$ cat config.mk
export PLATFORM = sky130hd
export DESIGN_NAME = png_chunk_deframer
export DESIGN_NICKNAME = d
export VERILOG_FILES = /design/src/sv/pcd_pkg.sv /design/src/sv/pcd_front.sv /design/src/sv/pcd_queue.sv /design/src/sv/pcd_back.sv /design/src/sv/png_chunk_deframer.sv
export SDC_FILE = /design/constraint.sdc
export NUM_CORES = 1
export LEC_CHECK = 0
export BUFFER_PORTS_ARGS = -buffer_cell sky130_fd_sc_hd__buf_4
export CAP_MARGIN = 20
export CORE_UTILIZATION = 51
export DETAILED_ROUTE_END_ITERATION = 6
export PLACE_DENSITY = 0.75
export SLEW_MARGIN = 20
export SYNTH_ARGS = -nofsm -noshare
export SYNTH_HDL_FRONTEND = slang
export SYNTH_SLANG_ARGS = --single-unit
$ cat constraint.sdc
create_clock -name clk_i -period 15.9 [get_ports clk_i]
set_input_delay 3.18 -clock clk_i [delete_from_list [all_inputs] [get_ports clk_i]]
set_output_delay 3.18 -clock clk_i [all_outputs]
set_load 0.03 [all_outputs]
$ cat src/sv/pcd_pkg.sv
// pcd_pkg: shared types and constants of the chunk deframer
// used by pcd_front, pcd_queue, pcd_back and png_chunk_deframer
package pcd_pkg;

  localparam int unsigned SIGNATURE_BYTES = 8;
  localparam int unsigned FIELD_BYTES     = 4;
  localparam int unsigned HDR_BYTES       = 13;
  localparam int unsigned HDR_IDX_W       = $clog2(HDR_BYTES);
  localparam int unsigned QUEUE_DEPTH     = 2;
  localparam int unsigned QPTR_W          = (QUEUE_DEPTH > 1) ? $clog2(QUEUE_DEPTH) : 1;
  localparam int unsigned QCNT_W          = $clog2(QUEUE_DEPTH + 1);

  typedef enum logic [2:0] {
    PH_SIG  = 3'd0,
    PH_LEN  = 3'd1,
    PH_TYPE = 3'd2,
    PH_DATA = 3'd3,
    PH_CRC  = 3'd4
  } phase_e;

  localparam phase_e PHASE_RESET = (SIGNATURE_BYTES == 0) ? PH_LEN : PH_SIG;

  typedef enum logic [1:0] {
    CMD_DATA     = 2'd0,
    CMD_DONE     = 2'd1,
    CMD_DONE_HDR = 2'd2
  } cmd_e;

  typedef enum logic [1:0] {
    KIND_DATA   = 2'd0,
    KIND_DONE   = 2'd1,
    KIND_HEADER = 2'd2
  } kind_e;

  typedef struct packed {
    cmd_e                 cmd;
    logic [7:0]           data_byte;
    logic [31:0]          chunk_type;
    logic [31:0]          chunk_length;
    logic [31:0]          chunk_crc;
    logic [12:0][7:0]     hdr;
  } entry_t;

endpackage

$ cat src/sv/pcd_front.sv
// pcd_front: byte parser; tracks signature/length/type/data/crc phases
// and pushes one command per result-producing byte. uses pcd_pkg
module pcd_front import pcd_pkg::*; (
  input  logic        clk_i,
  input  logic        rst_ni,
  input  logic        accept_i,
  input  logic [7:0]  file_byte_i,
  input  logic        end_of_file_i,
  output logic        push_o,
  output entry_t      entry_o
);

  phase_e             phase_q, phase_d;
  logic [31:0]        cnt_q, cnt_d;
  logic [31:0]        len_q, len_d;
  logic [31:0]        type_q, type_d;
  logic [31:0]        crc_q, crc_d;
  logic [12:0][7:0]   hdr_q, hdr_d;
  logic               first_q, first_d;

  logic [31:0]        cnt_inc;
  logic [31:0]        crc_word;
  logic               sig_done, field_done, data_done;

  assign cnt_inc    = cnt_q + 32'd1;
  assign crc_word   = {crc_q[23:0], file_byte_i};
  assign sig_done   = cnt_inc >= 32'(SIGNATURE_BYTES);
  assign field_done = cnt_inc == 32'(FIELD_BYTES);
  assign data_done  = cnt_inc == len_q;

  // next phase
  always_comb begin
    phase_d = phase_q;
    if (accept_i) begin
      unique case (phase_q)
        PH_SIG:  if (sig_done) phase_d = PH_LEN;
        PH_LEN:  if (field_done) phase_d = PH_TYPE;
        PH_TYPE: if (field_done) phase_d = (len_q == 32'd0) ? PH_CRC : PH_DATA;
        PH_DATA: if (data_done) phase_d = PH_CRC;
        PH_CRC:  if (field_done) phase_d = PH_LEN;
        default: phase_d = PHASE_RESET;
      endcase
      if (end_of_file_i) phase_d = PHASE_RESET;
    end
  end

  // field assembly and command generation
  always_comb begin
    cnt_d   = cnt_q;
    len_d   = len_q;
    type_d  = type_q;
    crc_d   = crc_q;
    hdr_d   = hdr_q;
    first_d = first_q;
    push_o  = 1'b0;
    entry_o.cmd          = CMD_DATA;
    entry_o.data_byte    = 8'd0;
    entry_o.chunk_type   = type_q;
    entry_o.chunk_length = len_q;
    entry_o.chunk_crc    = 32'd0;
    entry_o.hdr          = '0;
    if (accept_i) begin
      unique case (phase_q)
        PH_SIG: begin
          cnt_d = sig_done ? 32'd0 : cnt_inc;
        end
        PH_LEN: begin
          len_d = {len_q[23:0], file_byte_i};
          cnt_d = field_done ? 32'd0 : cnt_inc;
        end
        PH_TYPE: begin
          type_d = {type_q[23:0], file_byte_i};
          cnt_d  = field_done ? 32'd0 : cnt_inc;
          if (field_done) crc_d = 32'd0;
        end
        PH_DATA: begin
          if (first_q && cnt_q < 32'(HDR_BYTES)) hdr_d[cnt_q[HDR_IDX_W-1:0]] = file_byte_i;
          push_o            = 1'b1;
          entry_o.data_byte = file_byte_i;
          cnt_d = data_done ? 32'd0 : cnt_inc;
        end
        PH_CRC: begin
          crc_d = crc_word;
          cnt_d = field_done ? 32'd0 : cnt_inc;
          if (field_done) begin
            push_o            = 1'b1;
            entry_o.cmd       = first_q ? CMD_DONE_HDR : CMD_DONE;
            entry_o.chunk_crc = crc_word;
            entry_o.hdr       = hdr_q;
            first_d           = 1'b0;
          end
        end
        default: begin
          cnt_d   = 32'd0;
          len_d   = 32'd0;
          type_d  = 32'd0;
          crc_d   = 32'd0;
          hdr_d   = '0;
          first_d = 1'b1;
        end
      endcase
      // end of file restarts the parser once this byte is handled
      if (end_of_file_i) begin
        cnt_d   = 32'd0;
        len_d   = 32'd0;
        type_d  = 32'd0;
        crc_d   = 32'd0;
        hdr_d   = '0;
        first_d = 1'b1;
      end
    end
  end

  always_ff @(posedge clk_i or negedge rst_ni) begin
    if (!rst_ni) begin
      phase_q <= PHASE_RESET;
      cnt_q   <= 32'd0;
      len_q   <= 32'd0;
      type_q  <= 32'd0;
      crc_q   <= 32'd0;
      hdr_q   <= '0;
      first_q <= 1'b1;
    end else begin
      phase_q <= phase_d;
      cnt_q   <= cnt_d;
      len_q   <= len_d;
      type_q  <= type_d;
      crc_q   <= crc_d;
      hdr_q   <= hdr_d;
      first_q <= first_d;
    end
  end

endmodule

$ cat src/sv/pcd_queue.sv
// pcd_queue: short command queue between parser and result sequencer
// uses pcd_pkg for the entry type and depth
module pcd_queue import pcd_pkg::*; (
  input  logic   clk_i,
  input  logic   rst_ni,
  input  logic   push_i,
  input  entry_t push_entry_i,
  input  logic   pop_i,
  output entry_t head_o,
  output logic   not_empty_o,
  output logic   full_o
);

  entry_t              mem_q [QUEUE_DEPTH];
  logic [QPTR_W-1:0]   wr_ptr_q, wr_ptr_d;
  logic [QPTR_W-1:0]   rd_ptr_q, rd_ptr_d;
  logic [QCNT_W-1:0]   cnt_q, cnt_d;
  logic                do_push, do_pop;

  assign full_o      = cnt_q == QCNT_W'(QUEUE_DEPTH);
  assign not_empty_o = cnt_q != '0;
  assign head_o      = mem_q[rd_ptr_q];
  assign do_push     = push_i && !full_o;
  assign do_pop      = pop_i && not_empty_o;

  always_comb begin
    wr_ptr_d = wr_ptr_q;
    rd_ptr_d = rd_ptr_q;
    cnt_d    = cnt_q;
    if (do_push) begin
      wr_ptr_d = (wr_ptr_q == QPTR_W'(QUEUE_DEPTH - 1)) ? '0 : wr_ptr_q + QPTR_W'(1);
    end
    if (do_pop) begin
      rd_ptr_d = (rd_ptr_q == QPTR_W'(QUEUE_DEPTH - 1)) ? '0 : rd_ptr_q + QPTR_W'(1);
    end
    case ({do_push, do_pop})
      2'b10:   cnt_d = cnt_q + QCNT_W'(1);
      2'b01:   cnt_d = cnt_q - QCNT_W'(1);
      default: cnt_d = cnt_q;
    endcase
  end

  always_ff @(posedge clk_i or negedge rst_ni) begin
    if (!rst_ni) begin
      wr_ptr_q <= '0;
      rd_ptr_q <= '0;
      cnt_q    <= '0;
    end else begin
      wr_ptr_q <= wr_ptr_d;
      rd_ptr_q <= rd_ptr_d;
      cnt_q    <= cnt_d;
    end
  end

  always_ff @(posedge clk_i) begin
    if (do_push) mem_q[wr_ptr_q] <= push_entry_i;
  end

endmodule

$ cat src/sv/pcd_back.sv
// pcd_back: expands queued commands into result items and holds them
// in the output register. uses pcd_pkg
module pcd_back import pcd_pkg::*; (
  input  logic        clk_i,
  input  logic        rst_ni,
  input  entry_t      head_i,
  input  logic        not_empty_i,
  output logic        pop_o,
  input  logic        out_stall_i,
  output logic        out_valid_o,
  output logic [1:0]  result_kind_o,
  output logic [7:0]  data_byte_o,
  output logic [31:0] chunk_type_o,
  output logic [31:0] chunk_length_o,
  output logic [31:0] chunk_crc_o,
  output logic [31:0] image_width_o,
  output logic [31:0] image_height_o,
  output logic [7:0]  bit_depth_o,
  output logic [7:0]  color_type_o,
  output logic [7:0]  compression_method_o,
  output logic [7:0]  filter_method_o,
  output logic [7:0]  interlace_method_o
);

  logic        valid_q, valid_d;
  logic        second_q, second_d;
  logic        load, take, hdr_beat;
  kind_e       kind_q, kind_d;
  logic [7:0]  data_q;
  logic [31:0] type_q, len_q, crc_q, width_q, height_q;
  logic [7:0]  depth_q, color_q, compr_q, filt_q, inter_q;

  assign load     = !valid_q || !out_stall_i;
  assign take     = load && not_empty_i;
  // a done-with-header command gives the complete result first, then the header
  assign hdr_beat = second_q;

  always_comb begin
    valid_d  = valid_q;
    second_d = second_q;
    pop_o    = 1'b0;
    kind_d   = KIND_DATA;
    unique case (head_i.cmd)
      CMD_DATA:     kind_d = KIND_DATA;
      CMD_DONE:     kind_d = KIND_DONE;
      CMD_DONE_HDR: kind_d = hdr_beat ? KIND_HEADER : KIND_DONE;
      default:      kind_d = KIND_DATA;
    endcase
    if (load) valid_d = take;
    if (take) begin
      if (head_i.cmd == CMD_DONE_HDR && !second_q) begin
        second_d = 1'b1;
      end else begin
        second_d = 1'b0;
        pop_o    = 1'b1;
      end
    end
  end

  always_ff @(posedge clk_i or negedge rst_ni) begin
    if (!rst_ni) begin
      valid_q  <= 1'b0;
      second_q <= 1'b0;
    end else begin
      valid_q  <= valid_d;
      second_q <= second_d;
    end
  end

  always_ff @(posedge clk_i) begin
    if (take) begin
      kind_q <= kind_d;
      data_q <= head_i.data_byte;
      type_q <= head_i.chunk_type;
      len_q  <= head_i.chunk_length;
      crc_q  <= head_i.chunk_crc;
      if (hdr_beat) begin
        width_q  <= {head_i.hdr[0], head_i.hdr[1], head_i.hdr[2], head_i.hdr[3]};
        height_q <= {head_i.hdr[4], head_i.hdr[5], head_i.hdr[6], head_i.hdr[7]};
        depth_q  <= head_i.hdr[8];
        color_q  <= head_i.hdr[9];
        compr_q  <= head_i.hdr[10];
        filt_q   <= head_i.hdr[11];
        inter_q  <= head_i.hdr[12];
      end else begin
        width_q  <= 32'd0;
        height_q <= 32'd0;
        depth_q  <= 8'd0;
        color_q  <= 8'd0;
        compr_q  <= 8'd0;
        filt_q   <= 8'd0;
        inter_q  <= 8'd0;
      end
    end
  end

  assign out_valid_o          = valid_q;
  assign result_kind_o        = kind_q;
  assign data_byte_o          = data_q;
  assign chunk_type_o         = type_q;
  assign chunk_length_o       = len_q;
  assign chunk_crc_o          = crc_q;
  assign image_width_o        = width_q;
  assign image_height_o       = height_q;
  assign bit_depth_o          = depth_q;
  assign color_type_o         = color_q;
  assign compression_method_o = compr_q;
  assign filter_method_o      = filt_q;
  assign interlace_method_o   = inter_q;

endmodule

$ cat src/sv/png_chunk_deframer.sv
// png_chunk_deframer: top level, parser front, command queue, result back end
// depends on pcd_pkg, pcd_front, pcd_queue, pcd_back
//
//   channel | signals                          | direction
//   --------+----------------------------------+----------
//   in      | in_valid_i, in_stall_o, file_byte_i, end_of_file_i     | request in
//   out     | out_valid_o, out_stall_i, result_kind_o .. interlace_method_o | request out
//
// one byte is taken per cycle while the queue is not full; a data byte leaves
// through the queue and the output register. the end of the first chunk gives
// two results, which the back end sends one after another from one queue entry,
// so that byte holds its queue space until both are sent. in_stall_o rises only
// when the two-entry queue is full. reset clears all parser state; the next byte
// is taken as a signature byte.
module png_chunk_deframer import pcd_pkg::*; (
  input  logic        clk_i,
  input  logic        rst_ni,
  input  logic        in_valid_i,
  output logic        in_stall_o,
  input  logic [7:0]  file_byte_i,
  input  logic        end_of_file_i,
  output logic        out_valid_o,
  input  logic        out_stall_i,
  output logic [1:0]  result_kind_o,
  output logic [7:0]  data_byte_o,
  output logic [31:0] chunk_type_o,
  output logic [31:0] chunk_length_o,
  output logic [31:0] chunk_crc_o,
  output logic [31:0] image_width_o,
  output logic [31:0] image_height_o,
  output logic [7:0]  bit_depth_o,
  output logic [7:0]  color_type_o,
  output logic [7:0]  compression_method_o,
  output logic [7:0]  filter_method_o,
  output logic [7:0]  interlace_method_o
);

  logic   accept;
  logic   push, pop, full, not_empty;
  entry_t push_entry, head;

  assign in_stall_o = full;
  assign accept     = in_valid_i && !full;

  pcd_front u_front (
    .clk_i         (clk_i),
    .rst_ni        (rst_ni),
    .accept_i      (accept),
    .file_byte_i   (file_byte_i),
    .end_of_file_i (end_of_file_i),
    .push_o        (push),
    .entry_o       (push_entry)
  );

  pcd_queue u_queue (
    .clk_i        (clk_i),
    .rst_ni       (rst_ni),
    .push_i       (push),
    .push_entry_i (push_entry),
    .pop_i        (pop),
    .head_o       (head),
    .not_empty_o  (not_empty),
    .full_o       (full)
  );

  pcd_back u_back (
    .clk_i                (clk_i),
    .rst_ni               (rst_ni),
    .head_i               (head),
    .not_empty_i          (not_empty),
    .pop_o                (pop),
    .out_stall_i          (out_stall_i),
    .out_valid_o          (out_valid_o),
    .result_kind_o        (result_kind_o),
    .data_byte_o          (data_byte_o),
    .chunk_type_o         (chunk_type_o),
    .chunk_length_o       (chunk_length_o),
    .chunk_crc_o          (chunk_crc_o),
    .image_width_o        (image_width_o),
    .image_height_o       (image_height_o),
    .bit_depth_o          (bit_depth_o),
    .color_type_o         (color_type_o),
    .compression_method_o (compression_method_o),
    .filter_method_o      (filter_method_o),
    .interlace_method_o   (interlace_method_o)
  );

endmodule

After elaboration in Yosys (flattened, before gate mapping)
Memory sizes are Yosys's and may differ from the RTL's.
Cells that the tools add are included.
Widths: inputs -> output; s select.
{"block": "word_totals", "reg_bits": 444, "latch_bits": 0, "mem_bits_rw": 420, "mem_bits_ro": 0, "input_bits": 13, "output_inout_bits": 212, "memories": 1}
{"memory": "u_queue.mem_q", "words": 2, "width": 210, "read_ports": 1, "rd_ports_with_merged_regs": 0, "write_ports": 1, "line": "pcd_queue.sv:14", "rtl": "entry_t mem_q [QUEUE_DEPTH];"}
{"block": "op_classes", "add_sub_neg": 5, "multipliers": 0, "n_div": 0, "magnitude_cmp": 4, "n_eq_ne": 22, "shift": 0, "mux": 50, "n_bitwise": 0, "reduce_logical": 28}
{"operator": "$mux 136", "n": 3}
{"operator": "$mux 104", "n": 2}
{"operator": "$pmux 104 s2", "n": 1}
{"operator": "$mux 32", "n": 6}
{"operator": "$pmux 32 s2", "n": 2}
{"operator": "$bwmux 104", "n": 1}
{"operator": "$pmux 32 s3", "n": 1}
{"operator": "$pmux 24 s3", "n": 1}
{"operator": "$mux 24", "n": 2}
{"operator": "$add 32x1->32 const B", "n": 1}
{"operator": "$demux 8 s4", "n": 1}
{"operator": "$eq 32x3->1 const B", "n": 1}
{"operator": "$eq 32x32->1", "n": 1}
{"operator": "$ge 32x4->1 const B", "n": 1}
{"operator": "$logic_not 32->1", "n": 1}
{"operator": "$lt 32x4->1 const B", "n": 1}
{"operator": "$mux 3", "n": 7}
{"operator": "$ne 3x2->1 const B", "n": 6}
{"operator": "$mux 8", "n": 2}
{"operator": "$reduce_or 4->1", "n": 4}
{"operator": "$pmux 3 s5", "n": 1}
{"operator": "$mux 1", "n": 11}
{"operator": "$mux 10", "n": 1}
{"operator": "$ne 2x1->1 const B", "n": 5}
{"operator": "22 further kinds", "n": 46}

Longest topological paths before layout
Gate-level depths: netlist of run 1.
{"block": "logic_depth", "ltp_word": 8, "depth_mapped": 15, "mapped_depth_nobuf": 14}

Cells and area by module
Synthesis of run 1 repeated with hierarchy kept, for this count alone.
{"block": "unflattened", "cells_unflattened": 2505, "hier_area_um2": 35372.7}
{"mod": "pcd_queue", "n_inst": 1, "cells_per_inst": 671, "area_per_inst_um2": 15419.8, "seq_area_each_um2": 12712.2}
{"mod": "pcd_front", "n_inst": 1, "cells_per_inst": 1494, "area_per_inst_um2": 12748.5, "seq_area_each_um2": 5706.7}
{"mod": "pcd_back", "n_inst": 1, "cells_per_inst": 339, "area_per_inst_um2": 7190.6, "seq_area_each_um2": 6356.1}
{"mod": "png_chunk_deframer", "n_inst": 1, "cells_per_inst": 1, "area_per_inst_um2": 13.8, "seq_area_each_um2": 0.0}

Worst setup path after synthesis of run 1
Ideal clock, no wire load.
{"block": "synth_path", "path_kind": "input-to-reg", "from": "input out_stall_i", "to": "register u_back.second_q (netlist: u_back.hdr_beat)", "arrival_ns": 14.472, "required_ns": 15.782, "path_slack_ns": 1.309, "cell_stages": 2, "path_buffers": 0, "cell_sequence": "a21oi_1 > mux2_2"}
{"block": "synth_via", "elab_chain_len": 3}
{"element": "from (decl)", "line": "png_chunk_deframer.sv:23", "rtl": "input logic out_stall_i,"}
{"element": "$logic_not 1->1", "line": "pcd_back.sv:33", "rtl": "assign load = !valid_q || !out_stall_i;"}
{"element": "$logic_or 1x1->1", "line": "pcd_back.sv:33"}
{"element": "$logic_and 1x1->1", "line": "pcd_back.sv:34", "rtl": "assign take = load && not_empty_i;"}
{"element": "to (signal assigned)", "line": "pcd_back.sv:66", "rtl": "second_q <= second_d;"}
{"element": "to (decl)", "line": "pcd_back.sv:26", "rtl": "logic second_q, second_d;"}
Every way passes these cells.
A chain may end at the register's enable or synchronous reset.

Final worst setup path of run 1
{"block": "layout_path", "from": "register u_front.cnt_q[0]", "to": "memory u_queue.mem_q[0][165] in the netlist's numbering (enable)"}
{"block": "layout_via", "elab_chain_len": 8}
{"element": "from (decl)", "line": "pcd_front.sv:14", "rtl": "logic [31:0] cnt_q, cnt_d;"}
{"element": "from (signal assigned)", "line": "pcd_front.sv:125", "rtl": "cnt_q <= cnt_d;"}
{"element": "$add 32x1->32", "line": "pcd_front.sv:25", "rtl": "assign cnt_inc = cnt_q + 32'd1;"}
{"element": "$eq 32x3->1", "line": "pcd_front.sv:28", "rtl": "assign field_done = cnt_inc == 32'(FIELD_BYTES);"}
{"element": "$mux 1", "line": "pcd_front.sv:85", "rtl": "if (field_done) begin"}
{"element": "$pmux 1 s2", "line": "pcd_front.sv:63", "rtl": "unique case (phase_q)"}
{"element": "$mux 1", "line": "pcd_front.sv:62", "rtl": "if (accept_i) begin"}
{"element": "$logic_and 1x1->1", "line": "pcd_queue.sv:23", "rtl": "assign do_push = push_i && !full_o;"}
{"element": "$mux 1", "line": "pcd_queue.sv:56", "rtl": "if (do_push) mem_q[wr_ptr_q] <= push_entry_i;"}
{"element": "$mux 1 (not written as such)", "line": "pcd_queue.sv:56"}
{"element": "to (decl)", "line": "pcd_queue.sv:14"}
Every way passes these cells.

==> reports/results.tsv, run 1 <==
stage	metric	value	unit
run_status	status	completed	
timing	tightestPinTransition	1.119	ns
setup_path	crit_path_max_incr_delay	0.89	ns
setup_path	start_kind	register	
setup_path	cp_num_cells	12	
final_layout	fin_area	40400	µm²
setup_path	reg2regPathDepth	12	
setup_path	path_max_fanout	76	
clocking	path_clk_slew	0.06	ns
pwr	p_sw	0.002241	W
logic_synthesis	synthArstFlopShare	27.08	%
logic_synthesis	ys.warnings.count	0	
clocking	cts.hold.buffers_added	0	
final_layout	nFillCells	5087	
clocking	ctsResizeCount	0	
floorplanning	io_pins	225	
min_path	whs_path_depth	2	
pwr	peakVddDrop	0.0001934	V
routing	drt_iter0_markers	1922	
global_route	grt-ovfl-total	0	
setup_path	required	16.16	ns
placement	place_ws	9.284	ns
clocking	cts_root_buf	clkbuf_16	
clocking	htreeDepth	3	
pwr	p_leak	15.31	nW
logic_synthesis	synth-edff-count	630	
setup_path	crit_buf_inv	2	
floorplanning	core	67510	µm²
timing	finalCritPeriodShare	41.60	%
setup_path	worstSetupEndpointType	register	
clocking	post-cts-setup-buffers	0	
logic_synthesis	syn_avg_cell_area	13.92	µm²
final_layout	area_growth	15.70	%
clocking	worstSkewPairLatency	0.66	ns
global_route	grtUsageTotal	23.16	%
logic_synthesis	synth_cell_types	73	
clocking	cts_buffer_depth	3	
timing	clock_skew	0.03359	ns
placement	gp_congestion	0.9388	
pwr	sw_frac_of_total	32.60	%
routing	final_antenna_net_count	0	
routing	drt-total-wl	80.68	mm
final_layout	multi_input_area	9427	µm²
final_layout	diodes	0	
logic_synthesis	synthTopCellsByArea	edfxtp_1 54%, dfrtp_1 17%, nand2_1 3.8%	
pwr	p_comb_share	26.0	%
logic_synthesis	ys_ff_latch	864	
pwr	seqPwrFrac	43.2	%
floorplanning	dieHeight	263.7	µm
logic_synthesis	syn_inst	2509	
global_route	antenna_found_initial	1	
clocking	cts_tree	built	
placement	dpl_cell_area	37340	µm²
floorplanning	die_area	69520	µm²
setup_path	slowest_stage	nor4_1	
final_layout	layout_common_cells	630 x edfxtp_1, 352 x nand2_1, 247 x buf_4, 231 x dfrtp_1, 139 x and2_1	
logic_synthesis	syn_area	34920	µm²
final_layout	regArea	24780	µm²
setup_path	path_cells	ha_1 -> nand3_1 -> nor4_1 -> xnor2_1 -> or4b_2 -> nor3_2 -> nand3_1 -> nor2_1 -> o21ai_0 -> nor2_4 -> buf_4 -> buf_4	
pwr	powerDensity	170.1	nW/µm²
setup_path	criticalPathCategory	register to register	
timing	final-hold-violation-count	0	
setup_path	cp.arrival	6.87	ns
logic_synthesis	syn-num-nets	2530	
clocking	cts_buffers	88	
timing	slew_headroom	25.39	%
setup_path	critPathTopFamily	simple AND/OR/NAND/NOR gates	
timing	rsz0062_at_grt	false	
flow_run	drv_cap	0	
final_layout	final_common_cell	edfxtp_1	
final_layout	final_nets	2717	
timing	fin_setup_tns	0	ns
pwr	clkPwrFrac	30.8	%
routing	detail_route.wl_per_cell	22.13	µm
routing	drc	0	
logic_synthesis	synth_ff_type	edfxtp_1	
logic_synthesis	seq_area_frac_synth	70.95	%
min_path	hp-class	register to register	
global_route	grt_pass1_vias	20540	
timing	setup_viol	0	
routing	dr.pass1.iters	5	
logic_synthesis	yosys.area.top_type	edfxtp_1	
pwr	p_int	0.004632	W
global_route	grt_pass1_wl	123.3	mm
pwr	finalPower	0.006873	W
timing	postLayoutSetupSlackWorst	9.286	ns
clocking	clock_sinks	864	
timing	max_freq	151.2	MHz
floorplanning	start_util	51.72	%
floorplanning	dieWidth	263.7	µm
final_layout	drive_above_1_share	19.01	%
floorplanning	rows	95	
timing	drv_slew	0	
placement	port-buffer-count	224	
routing	via_per_inst	5.703	
routing	via_count	20790	
final_layout	post-route-util	59.84	%
placement	dp_hpwl	50.48	mm
logic_synthesis	synth_top_area_share	54.18	%
timing	min_period	6.614	ns
global_route	grt_max_degree	155	
-- state kept, by name, summed over array words and instances, names as in the netlist, 32 cells and up --
register,cells
u_back.image_width_o,32
u_front.cnt_q,32
u_front.type_q,32
u_back.chunk_length_o,32
u_back.chunk_crc_o,32
u_front.len_q,32
u_front.hdr_q,104
u_back.chunk_type_o,32
u_back.image_height_o,32
u_queue.mem_q,420
-- power by group through the flow --
stage | clock network [W] | registers [W] | logic [W]
global placement | 0 | 0.00301 | 0.00177
CTS | 0.00215 | 0.00298 | 0.00180
global route | 0.00223 | 0.00300 | 0.00189
floorplan | 0 | 0.00346 | 0.000764
detailed placement | 0 | 0.00302 | 0.00179
finish | 0.00211 | 0.00297 | 0.00179
-- worst min-delay path, delay by kind of cell (launching register included) --
family	cells	cell delay, ns
flip-flops	1	0.34
AND/OR/NAND/NOR	1	0.05
AO/OA/AOI/OAI	1	0.05
-- cell usage after synthesis (9+ instances only) --
cell type / instances
edfxtp_1: 630
nand2_1: 353
dfrtp_1: 233
and2_1: 139
nor2b_1: 127
clkbuf_1: 121
mux2i_1: 110
mux2_2: 106
o31ai_1: 105
o21ai_0: 103
nor2_1: 67
nand3_1: 51
nor4_1: 47
inv_1: 40
xnor2_1: 28
o221ai_1: 27
nand4_1: 22
nor3_1: 17
xor2_1: 15
a21o_1: 12
a21oi_1: 12
buf_2: 12
buf_1: 11
buf_4: 9
-- path summary, 6_finish.rpt --
path                                   startpoint                     to  slack (ns)
worst min-delay path            u_front.hdr_q[37]      u_front.hdr_q[37]        0.47
min in group asynchronous                  rst_ni       u_front.crc_q[2]        2.57
worst max register to register   u_front.cnt_q[0]  u_queue.mem_q[0][165]        9.29
max in group asynchronous                  rst_ni      u_front.hdr_q[51]       10.92
worst max-delay path             u_front.cnt_q[0]  u_queue.mem_q[0][165]        9.29
worst min register to register  u_front.hdr_q[37]      u_front.hdr_q[37]        0.47
-- metrics by stage --
stage | hold slack [ns] | instances
floorplan | 0.4402 | 2509
global placement | 0.4497 | 3477
detailed placement | 0.4613 | 3478
CTS | 0.4755 | 3644
global route | 0.4821 | 3645
finish | 0.4744 | 3645
-- metal layers --
layer  share of wire [%]  vias up  wire (µm)  global-route usage (%)
met5                   0        -          0                       0
met4                 2.3        0       1869                   7.128
met3                 5.9      125       4789                   3.915
met2                  48      684      38900                   37.17
met1                  44    10450      35110                   32.53
li1                    -     9530          -                       -
-- final cells by class --
| cell class | instances | area share (%) |
|---|---|---|
| Clock buffer | 105 | 5.810 |
| Clock inverter | 61 | 1.672 |
| Inverter | 40 | 0.3716 |
| Multi-Input combinational cell | 1451 | 23.33 |
| Sequential cell | 864 | 61.34 |
| Tap cell | 873 | 2.704 |
| Timing Repair Buffer | 251 | 4.773 |
-- logic make-up after synthesis --
logic type | after synthesis | synth area share (%)
adder cells (fa/ha/maj) | 8 | 0.2867
flip-flops | 864 | 70.95
multiplexers | 219 | 6.668
buffers and inverters | 194 | 2.247
AND/OR/NAND/NOR | 874 | 12.76
XOR/XNOR | 45 | 1.211
AO/OA/AOI/OAI | 305 | 5.880
No activity file was read; power rests on OpenSTA's default activity.
==> run 2: changes to the inputs <==
ABC_AREA = 1   (was unset)
clock period = 6.3 ns   (was 15.9 ns; I/O delays follow)
==> run 2 against run 1 <==
Sequential share of layout area decreased by 0.32 points. Global-route usage decreased by 0.29 points. Worst setup slack got worse by 7.2 ns. Clock power increased by 140%. Via count increased by 8.9%. Total power increased to 2.6 times the previous value. Wire length decreased by 0.53%. Sequential power increased to 2.6 times the previous value. Die area increased by 1.1%. Critical endpoint is now u_queue.mem_q[1][160]. Largest power group unchanged.
==> reports/results.tsv, run 2 <==
stage	metric	value	unit	change
final_layout	largestRegisters	u_queue.mem_q: 420 flops, u_front.hdr_q: 104 flops		
pwr	powerDensity	441.9	nW/µm²	+160%
clocking	cts_buffers	84		-4.5%
setup_path	path_max_fanout	69		-9.2%
placement	dp_hpwl	49.46	mm	-2.0%
logic_synthesis	syn_avg_cell_area	11.45	µm²	-18%
timing	drv_slew	0		unchanged
setup_path	reg2reg_to	u_queue.mem_q[1][160]		
final_layout	layout_common_cells	665 x nand2_1, 630 x edfxtp_1, 368 x nor2_1, 281 x o21ai_0		
timing	tightestPinTransition	1.190	ns	+0.07104 ns
pwr	sw_frac_of_total	35.38	%	+2.8 points
clocking	cts.hold.buffers_added	0		unchanged
floorplanning	rows	96		+1.1%
logic_synthesis	synth_top_area_share	53.57	%	-0.61 points
pwr	p_sw	0.006349	W	+180%
logic_synthesis	syn_inst	3084		+23%
clocking	post-cts-setup-buffers	0		unchanged
clocking	htreeDepth	3		unchanged
placement	gp_congestion	0.9168		-2.3%
global_route	antenna_found_initial	0		-1
routing	detail_route.wl_per_cell	18.72	µm	-15%
final_layout	regMostFlops	u_queue.mem_q		
logic_synthesis	synth_top_cells_by_count	665 x nand2_1, 630 x edfxtp_1, 380 x nor2_1		
global_route	grt_pass1_vias	22060		+7.4%
floorplanning	die_area	70300	µm²	+1.1%
timing	max_freq	239.9	MHz	+59%
timing	clock_skew	0.03552	ns	+0.001930 ns
pwr	peakVddDrop	0.0003134	V	+62%
timing	rsz0062_at_grt	false		
floorplanning	dieWidth	265.1	µm	+0.56%
pwr	p_comb_share	28.7	%	+2.7 points
clocking	clock_sinks	864		unchanged
clocking	path_clk_slew	0.06	ns	about the same
timing	finalCritPeriodShare	66.18	%	+25 points
setup_path	reg2regPathDepth	16		+4
logic_synthesis	syn-num-nets	3105		+23%
run_status	status	completed		
pwr	p_leak	15.72	nW	+2.7%
final_layout	final_common_cell	nand2_1		
setup_path	criticalPathCategory	register to register		
routing	via_per_inst	5.279		-7.4%
floorplanning	dieHeight	265.1	µm	+0.56%
global_route	grt-ovfl-total	0		unchanged
clocking	cts_root_buf	clkbuf_16		
routing	via_count	22630		+8.9%
min_path	hp-class	register to register		
global_route	grtUsageTotal	22.87	%	-0.29 points
setup_path	crit_path_end	u_queue.mem_q[1][160]		
flow_run	drv_cap	0		unchanged
timing	final-hold-violation-count	0		unchanged
setup_path	crit_path_start	u_front.cnt_q[0]		
final_layout	nFillCells	5343		+5.0%
clocking	cts_tree	built		
logic_synthesis	synthTopCellsByArea	edfxtp_1 54%, dfrtp_1 17%, nand2_1 7.1%		
clocking	cts_buffer_depth	3		unchanged
placement	place_ws	2.197	ns	-7.086 ns
timing	min_period	4.169	ns	-2.445 ns
timing	slew_headroom	20.57	%	-4.8 points
routing	final_antenna_net_count	0		unchanged
logic_synthesis	synth_cell_types	36		-51%
final_layout	diodes	0		unchanged
logic_synthesis	syn_area	35320	µm²	+1.1%
floorplanning	start_util	51.49	%	-0.23 points
final_layout	multi_input_area	8950	µm²	-5.1%
routing	drt-total-wl	80.25	mm	-0.53%
final_layout	regArea	24780	µm²	unchanged
logic_synthesis	seq_area_frac_synth	70.15	%	-0.80 points
setup_path	worstSetupEndpointType	register		
pwr	seqPwrFrac	42.9	%	-0.3 points
timing	setup_viol	0		unchanged
setup_path	cp.arrival	4.42	ns	-2.45 ns
logic_synthesis	yosys.area.top_type	edfxtp_1		
routing	drc	0		unchanged
pwr	clkPwrFrac	28.3	%	-2.5 points
logic_synthesis	yosysMostFrequentCell	nand2_1		
logic_synthesis	synth_ff_type	edfxtp_1		
placement	port-buffer-count	224		unchanged
setup_path	required	6.55	ns	-9.61 ns
pwr	p_int	0.01159	W	+150%
final_layout	drive_above_1_share	16.57	%	-2.4 points
global_route	grt_pass1_wl	124.4	mm	+0.87%
pwr	finalPower	0.01794	W	+160%
logic_synthesis	synth-edff-count	630		unchanged
floorplanning	core	68590	µm²	+1.6%
setup_path	reg2reg_from	u_front.cnt_q[0]		
timing	postLayoutSetupSlackWorst	2.131	ns	-7.155 ns
routing	dr.pass1.iters	6		+1
setup_path	reg2reg_slack	2.13	ns	-7.15 ns
final_layout	area_growth	14.99	%	
clocking	worstSkewPairLatency	0.65	ns	about the same
logic_synthesis	ys_ff_latch	864		unchanged
final_layout	largest_register_ffs	420		unchanged
global_route	grt_max_degree	143		-7.7%
routing	drt_iter0_markers	2079		+8.2%
clocking	ctsResizeCount	0		unchanged
floorplanning	io_pins	225		unchanged
setup_path	start_kind	register		
logic_synthesis	ys.warnings.count	0		unchanged
logic_synthesis	synthArstFlopShare	27.08	%	unchanged
final_layout	final_nets	3305		+22%
## run 2: layout make-up
cell class | count | share of cell area [%]
inverters | 252 | 2.360
flip-flops and latches | 864 | 61.02
repair buffers | 250 | 4.763
well taps | 931 | 2.869
clock buffers | 108 | 5.623
clock inverters | 50 | 1.325
multi-input cells | 1832 | 22.04
## run 2: worst min-delay path by stage
| stage | from | to | cells after the start | slack [ns] |
|---|---|---|---|---|
| floorplan | u_front.len_q[25] | u_queue.mem_q[0][161] | 0 | 0.44 |
| global placement | u_front.type_q[31] | u_queue.mem_q[1][199] | 0 | 0.45 |
| detailed placement | u_front.type_q[22] | u_queue.mem_q[1][190] | 0 | 0.45 |
| CTS | u_front.type_q[26] | u_queue.mem_q[0][194] | 0 | 0.46 |
| global route | u_front.type_q[26] | u_queue.mem_q[0][194] | 0 | 0.49 |
| finish | u_front.type_q[22] | u_queue.mem_q[0][190] | 0 | 0.47 |
## run 2: metal layers
metal  part of all wire (%)  GRT usage (%)  up-vias
li1                       -              -    10760
met1                     41          30.54    11040
met2                     50          38.26      706
met3                    5.9          3.916      124
met4                    2.6          7.343        0
met5                      0              0        -
## run 2: power by group through the flow
| stage | logic, W | clock network (W) | registers (W) |
|---|---|---|---|
| 6_report | 0.00516 | 0.00508 | 0.00771 |
| 5_1_grt | 0.00554 | 0.00537 | 0.00778 |
| 4_1_cts | 0.00521 | 0.00516 | 0.00772 |
| 3_5_place_dp | 0.00519 | 0 | 0.00782 |
| 3_3_place_gp | 0.00510 | 0 | 0.00783 |
| 2_1_floorplan | 0.00184 | 0 | 0.00923 |
## run 2: critical path, stage by stage (launching register included)
cell and delay [ns]:
dfrtp_1 0.52, ha_1 0.31, nand2_2 0.12, nor2_4 0.26, nand2_1 0.16, nor2_4 0.24
nand2_1 0.07, nand2_1 0.10, nand2_1 0.07, nor2_1 0.11, nand2_1 0.10, nor2_4 0.17
nand3_2 0.15, o21ai_1 0.21, nand2_1 0.21, nor2_4 0.16, buf_4 0.74
## run 2: logic make-up (layout without fill, tap and decap cells)
logic type                 after synthesis  in the layout  synth area share (%)
DFF                                    864            864                 70.15
buffers and inverters                  388            660                 4.751
AOI/OAI and AO/OA                      355            355                 5.279
and+or+nand+nor                       1466           1466                 19.46
adders and majority gates                8              8                0.2834
xor gates and xnor gates                 3              3               0.07442
## run 2: per-stage QoR
stage               std cells  hold WS [ns]  instance area (µm²)  setup TNS (ns)  util [%]
finish                   4287        0.4662                40610               0     59.21
global route             4287        0.4915                40610               0     59.21
CTS                      4286        0.4605                40600               0     59.20
detailed placement       4128        0.4545                37780               0     55.08
global placement         4128        0.4490                37780               0     55.08
floorplan                3084        0.4421                35320         -769.07         -
==> run 3: changes to the inputs <==
PLACE_DENSITY = 0.78   (was 0.75)
clock period = 3.79 ns   (was 6.3 ns; I/O delays follow)
==> run 3 against run 2 <==
Wire length rose by 1.6%. Register-to-register slack got worse by 1.8 ns. Final area up 1.3%. Cell count rose by 0.91%. Total power is 67% higher. Combinational power up 71%. First-iteration DRC count decreased by 8.7%. Flip-flop and latch count unchanged. Clock-buffer cell count up 15. Sequential share of layout area shrank 0.79 points.
==> reports/results.tsv, run 3 (synthesized netlist as in run 2, its figures left out) <==
stage	metric	value	unit	change
run_status	status	completed		
min_path	hp-class	input pin to asynchronous set/reset pin		
floorplanning	start_util	51.49	%	unchanged
setup_path	reg2reg_slack	0.31	ns	-1.83 ns
placement	dp_hpwl	52.45	mm	+6.1%
timing	tightestPinTransition	1.070	ns	-0.1203 ns
clocking	cts_root_buf	clkbuf_16		
routing	dr.pass1.iters	6		unchanged
placement	port-buffer-count	224		unchanged
routing	drt_iter0_markers	1899		-8.7%
placement	gp_congestion	0.9128		-0.44%
setup_path	slowest_stage	dfrtp_2		
floorplanning	dieWidth	265.1	µm	unchanged
timing	slew_headroom	28.60	%	+8.0 points
setup_path	cp.arrival	3.81	ns	-0.61 ns
setup_path	start_kind	register		
timing	drv_slew	0		unchanged
setup_path	critPathTopFamily	simple AND/OR/NAND/NOR gates		
pwr	p_int	0.01949	W	+68%
setup_path	path_max_fanout	37		-46%
final_layout	fin_area	41150	µm²	+1.3%
timing	whs	0.1171	ns	-0.3491 ns
final_layout	final_common_cell	nand2_1		
routing	drc	0		unchanged
setup_path	crit_path_start	u_front.cnt_q[1]		
pwr	peakVddDrop	0.0006896	V	+120%
clocking	clock_sinks	864		unchanged
pwr	clkPwrFrac	28.3	%	about the same
final_layout	largest_register_ffs	420		unchanged
setup_path	crit_path_end	u_queue.mem_q[1][112]		
pwr	p_comb_share	29.4	%	+0.7 points
floorplanning	dieHeight	265.1	µm	unchanged
final_layout	largestRegisters	u_queue.mem_q: 420 flops, u_front.hdr_q: 104 flops		
final_layout	post-route-util	59.99	%	+0.78 points
timing	max_freq	287.0	MHz	+20%
clocking	cts_buffers	85		+1.2%
timing	clock_skew	0.03794	ns	+0.002416 ns
timing	min_period	3.484	ns	-0.6850 ns
clocking	worstSkewPairLatency	0.65	ns	about the same
placement	place_ws	0.2629	ns	-1.934 ns
final_layout	area_growth	16.51	%	
pwr	p_leak	15.97	nW	+1.6%
pwr	sw_frac_of_total	35.13	%	-0.25 points
routing	drt-total-wl	81.52	mm	+1.6%
setup_path	crit_path_max_incr_delay	0.45	ns	-0.29 ns
routing	via_count	22930		+1.3%
final_layout	regMostFlops	u_queue.mem_q		
floorplanning	rows	96		unchanged
floorplanning	die_area	70300	µm²	unchanged
floorplanning	io_pins	225		unchanged
clocking	htreeDepth	3		unchanged
timing	finalCritPeriodShare	91.93	%	+26 points
global_route	grtUsageTotal	23.11	%	+0.24 points
setup_path	crit_buf_inv	2		+1
global_route	grt_pass1_vias	22500		+2.0%
flow_run	drv_cap	0		unchanged
timing	postLayoutSetupSlackWorst	0.3059	ns	-1.825 ns
timing	rsz0062_at_grt	false		
setup_path	crit_top_cell	nand2_1		
routing	final_antenna_net_count	0		unchanged
clocking	cts_tree	built		
setup_path	reg2reg_to	u_queue.mem_q[1][112]		
global_route	grt_pass1_wl	124.9	mm	+0.42%
timing	fin_setup_tns	0	ns	unchanged
setup_path	reg2regPathDepth	17		+1
floorplanning	core	68590	µm²	unchanged
setup_path	required	4.12	ns	-2.43 ns
setup_path	reg2reg_from	u_front.cnt_q[1]		
setup_path	cp_num_cells	17		+1
pwr	p_sw	0.01056	W	+66%
final_layout	drive_above_1_share	17.56	%	+0.99 points
global_route	antenna_found_initial	1		+1
clocking	path_clk_slew	0.06	ns	about the same
setup_path	worstSetupEndpointType	register		
routing	detail_route.wl_per_cell	18.84	µm	+0.66%
pwr	powerDensity	730.2	nW/µm²	+65%
setup_path	path_cells	ha_4 -> nand2_2 -> nor2_4 -> nand3_2 -> nor2_2 -> nand2_1 -> nand2_1 -> nand2_1 -> nor2_1 -> nand2_1 -> nor2_4 -> nand3_2 -> o21ai_2 -> nand2_2 -> nor2_4 -> buf_12 -> buf_16		
setup_path	criticalPathCategory	register to register		
timing	setup_viol	0		unchanged
timing	final-hold-violation-count	0		unchanged
routing	via_per_inst	5.301		+0.40%
global_route	grt_max_degree	209		+46%
placement	dpl_cell_area	38270	µm²	+1.3%
global_route	grt-ovfl-total	0		unchanged
final_layout	layout_common_cells	663 x nand2_1, 630 x edfxtp_1, 369 x nor2_1, 280 x o21ai_0, 264 x buf_4		
clocking	cts_buffer_depth	3		unchanged
final_layout	final_nets	3342		+1.1%
pwr	seqPwrFrac	42.3	%	-0.6 points
## run 3: changes by cell type in the layout (fill, tap and decap cells not counted), sizes merged
cell      delta
bufinv       -1
clkbuf      +14
clkinvlp     +2
inv          +2
diode        +1
clkinv      -16
buf         +37
## run 3: power by group through the flow
stage / clock [W] / combinational, W / sequential [W]
2_1_floorplan: 0 / 0.00307 / 0.0153
3_3_place_gp: 0 / 0.00872 / 0.0129
3_5_place_dp: 0 / 0.00886 / 0.0129
4_1_cts: 0.00863 / 0.00889 / 0.0127
5_1_grt: 0.00899 / 0.00944 / 0.0128
6_report: 0.00851 / 0.00883 / 0.0127
## run 3: what timing repair did
item	in CTS	in global routing
setup endpoints to repair	0	69
hold buffers	0	0
resized for setup	0	2
setup buffers	0	2
## run 3: worst register-to-register path, delay by kind of cell (launching register included)
family / cells / cell delay (ns)
flip-flops: 1 / 0.45
AO/OA/AOI/OAI: 1 / 0.19
buffers and inverters: 2 / 0.49
AND/OR/NAND/NOR: 13 / 1.84
adder cells (fa/ha/maj): 1 / 0.19
## run 3: per-stage QoR
stage                     total power (W)  instances
after floorplan                   0.01833       3084
after global placement            0.02160       4163
after detailed placement          0.02176       4163
after CTS                         0.03025       4323
after global routing              0.03126       4326
final                             0.03005       4326
## run 3: cell type report
class	instances	area [µm²]
antenna	1	2.502
clock buffer	123	2411
fill	5269	27440
sequential	864	24780
clock inverter	37	430.4
tap	931	1165
multi-input combinational	1832	8969
timing repair buffer	286	2432
inverter	252	954.7
## run 3: worst min path at each step
stage	to	slack (ns)	depth (start not counted)
floorplan	u_queue.mem_q[0][161]	0.44	0
finish	u_front.hdr_q[11]	0.12	1
detailed placement	u_queue.mem_q[0][184]	0.45	0
global route	u_front.hdr_q[11]	0.17	1
CTS	u_front.hdr_q[11]	0.14	1
global placement	u_queue.mem_q[1][184]	0.45	0
## run 3: routing by layer
layer | share of wire [%] | vias to the layer above | GRT usage [%] | wire [µm]
met5 | 0 | - | 0 | 0
met4 | 3.1 | 0 | 9.186 | 2488
met3 | 5.5 | 143 | 3.249 | 4491
met2 | 51 | 713 | 39.38 | 41270
met1 | 41 | 11220 | 30.00 | 33260
li1 | - | 10850 | - | -
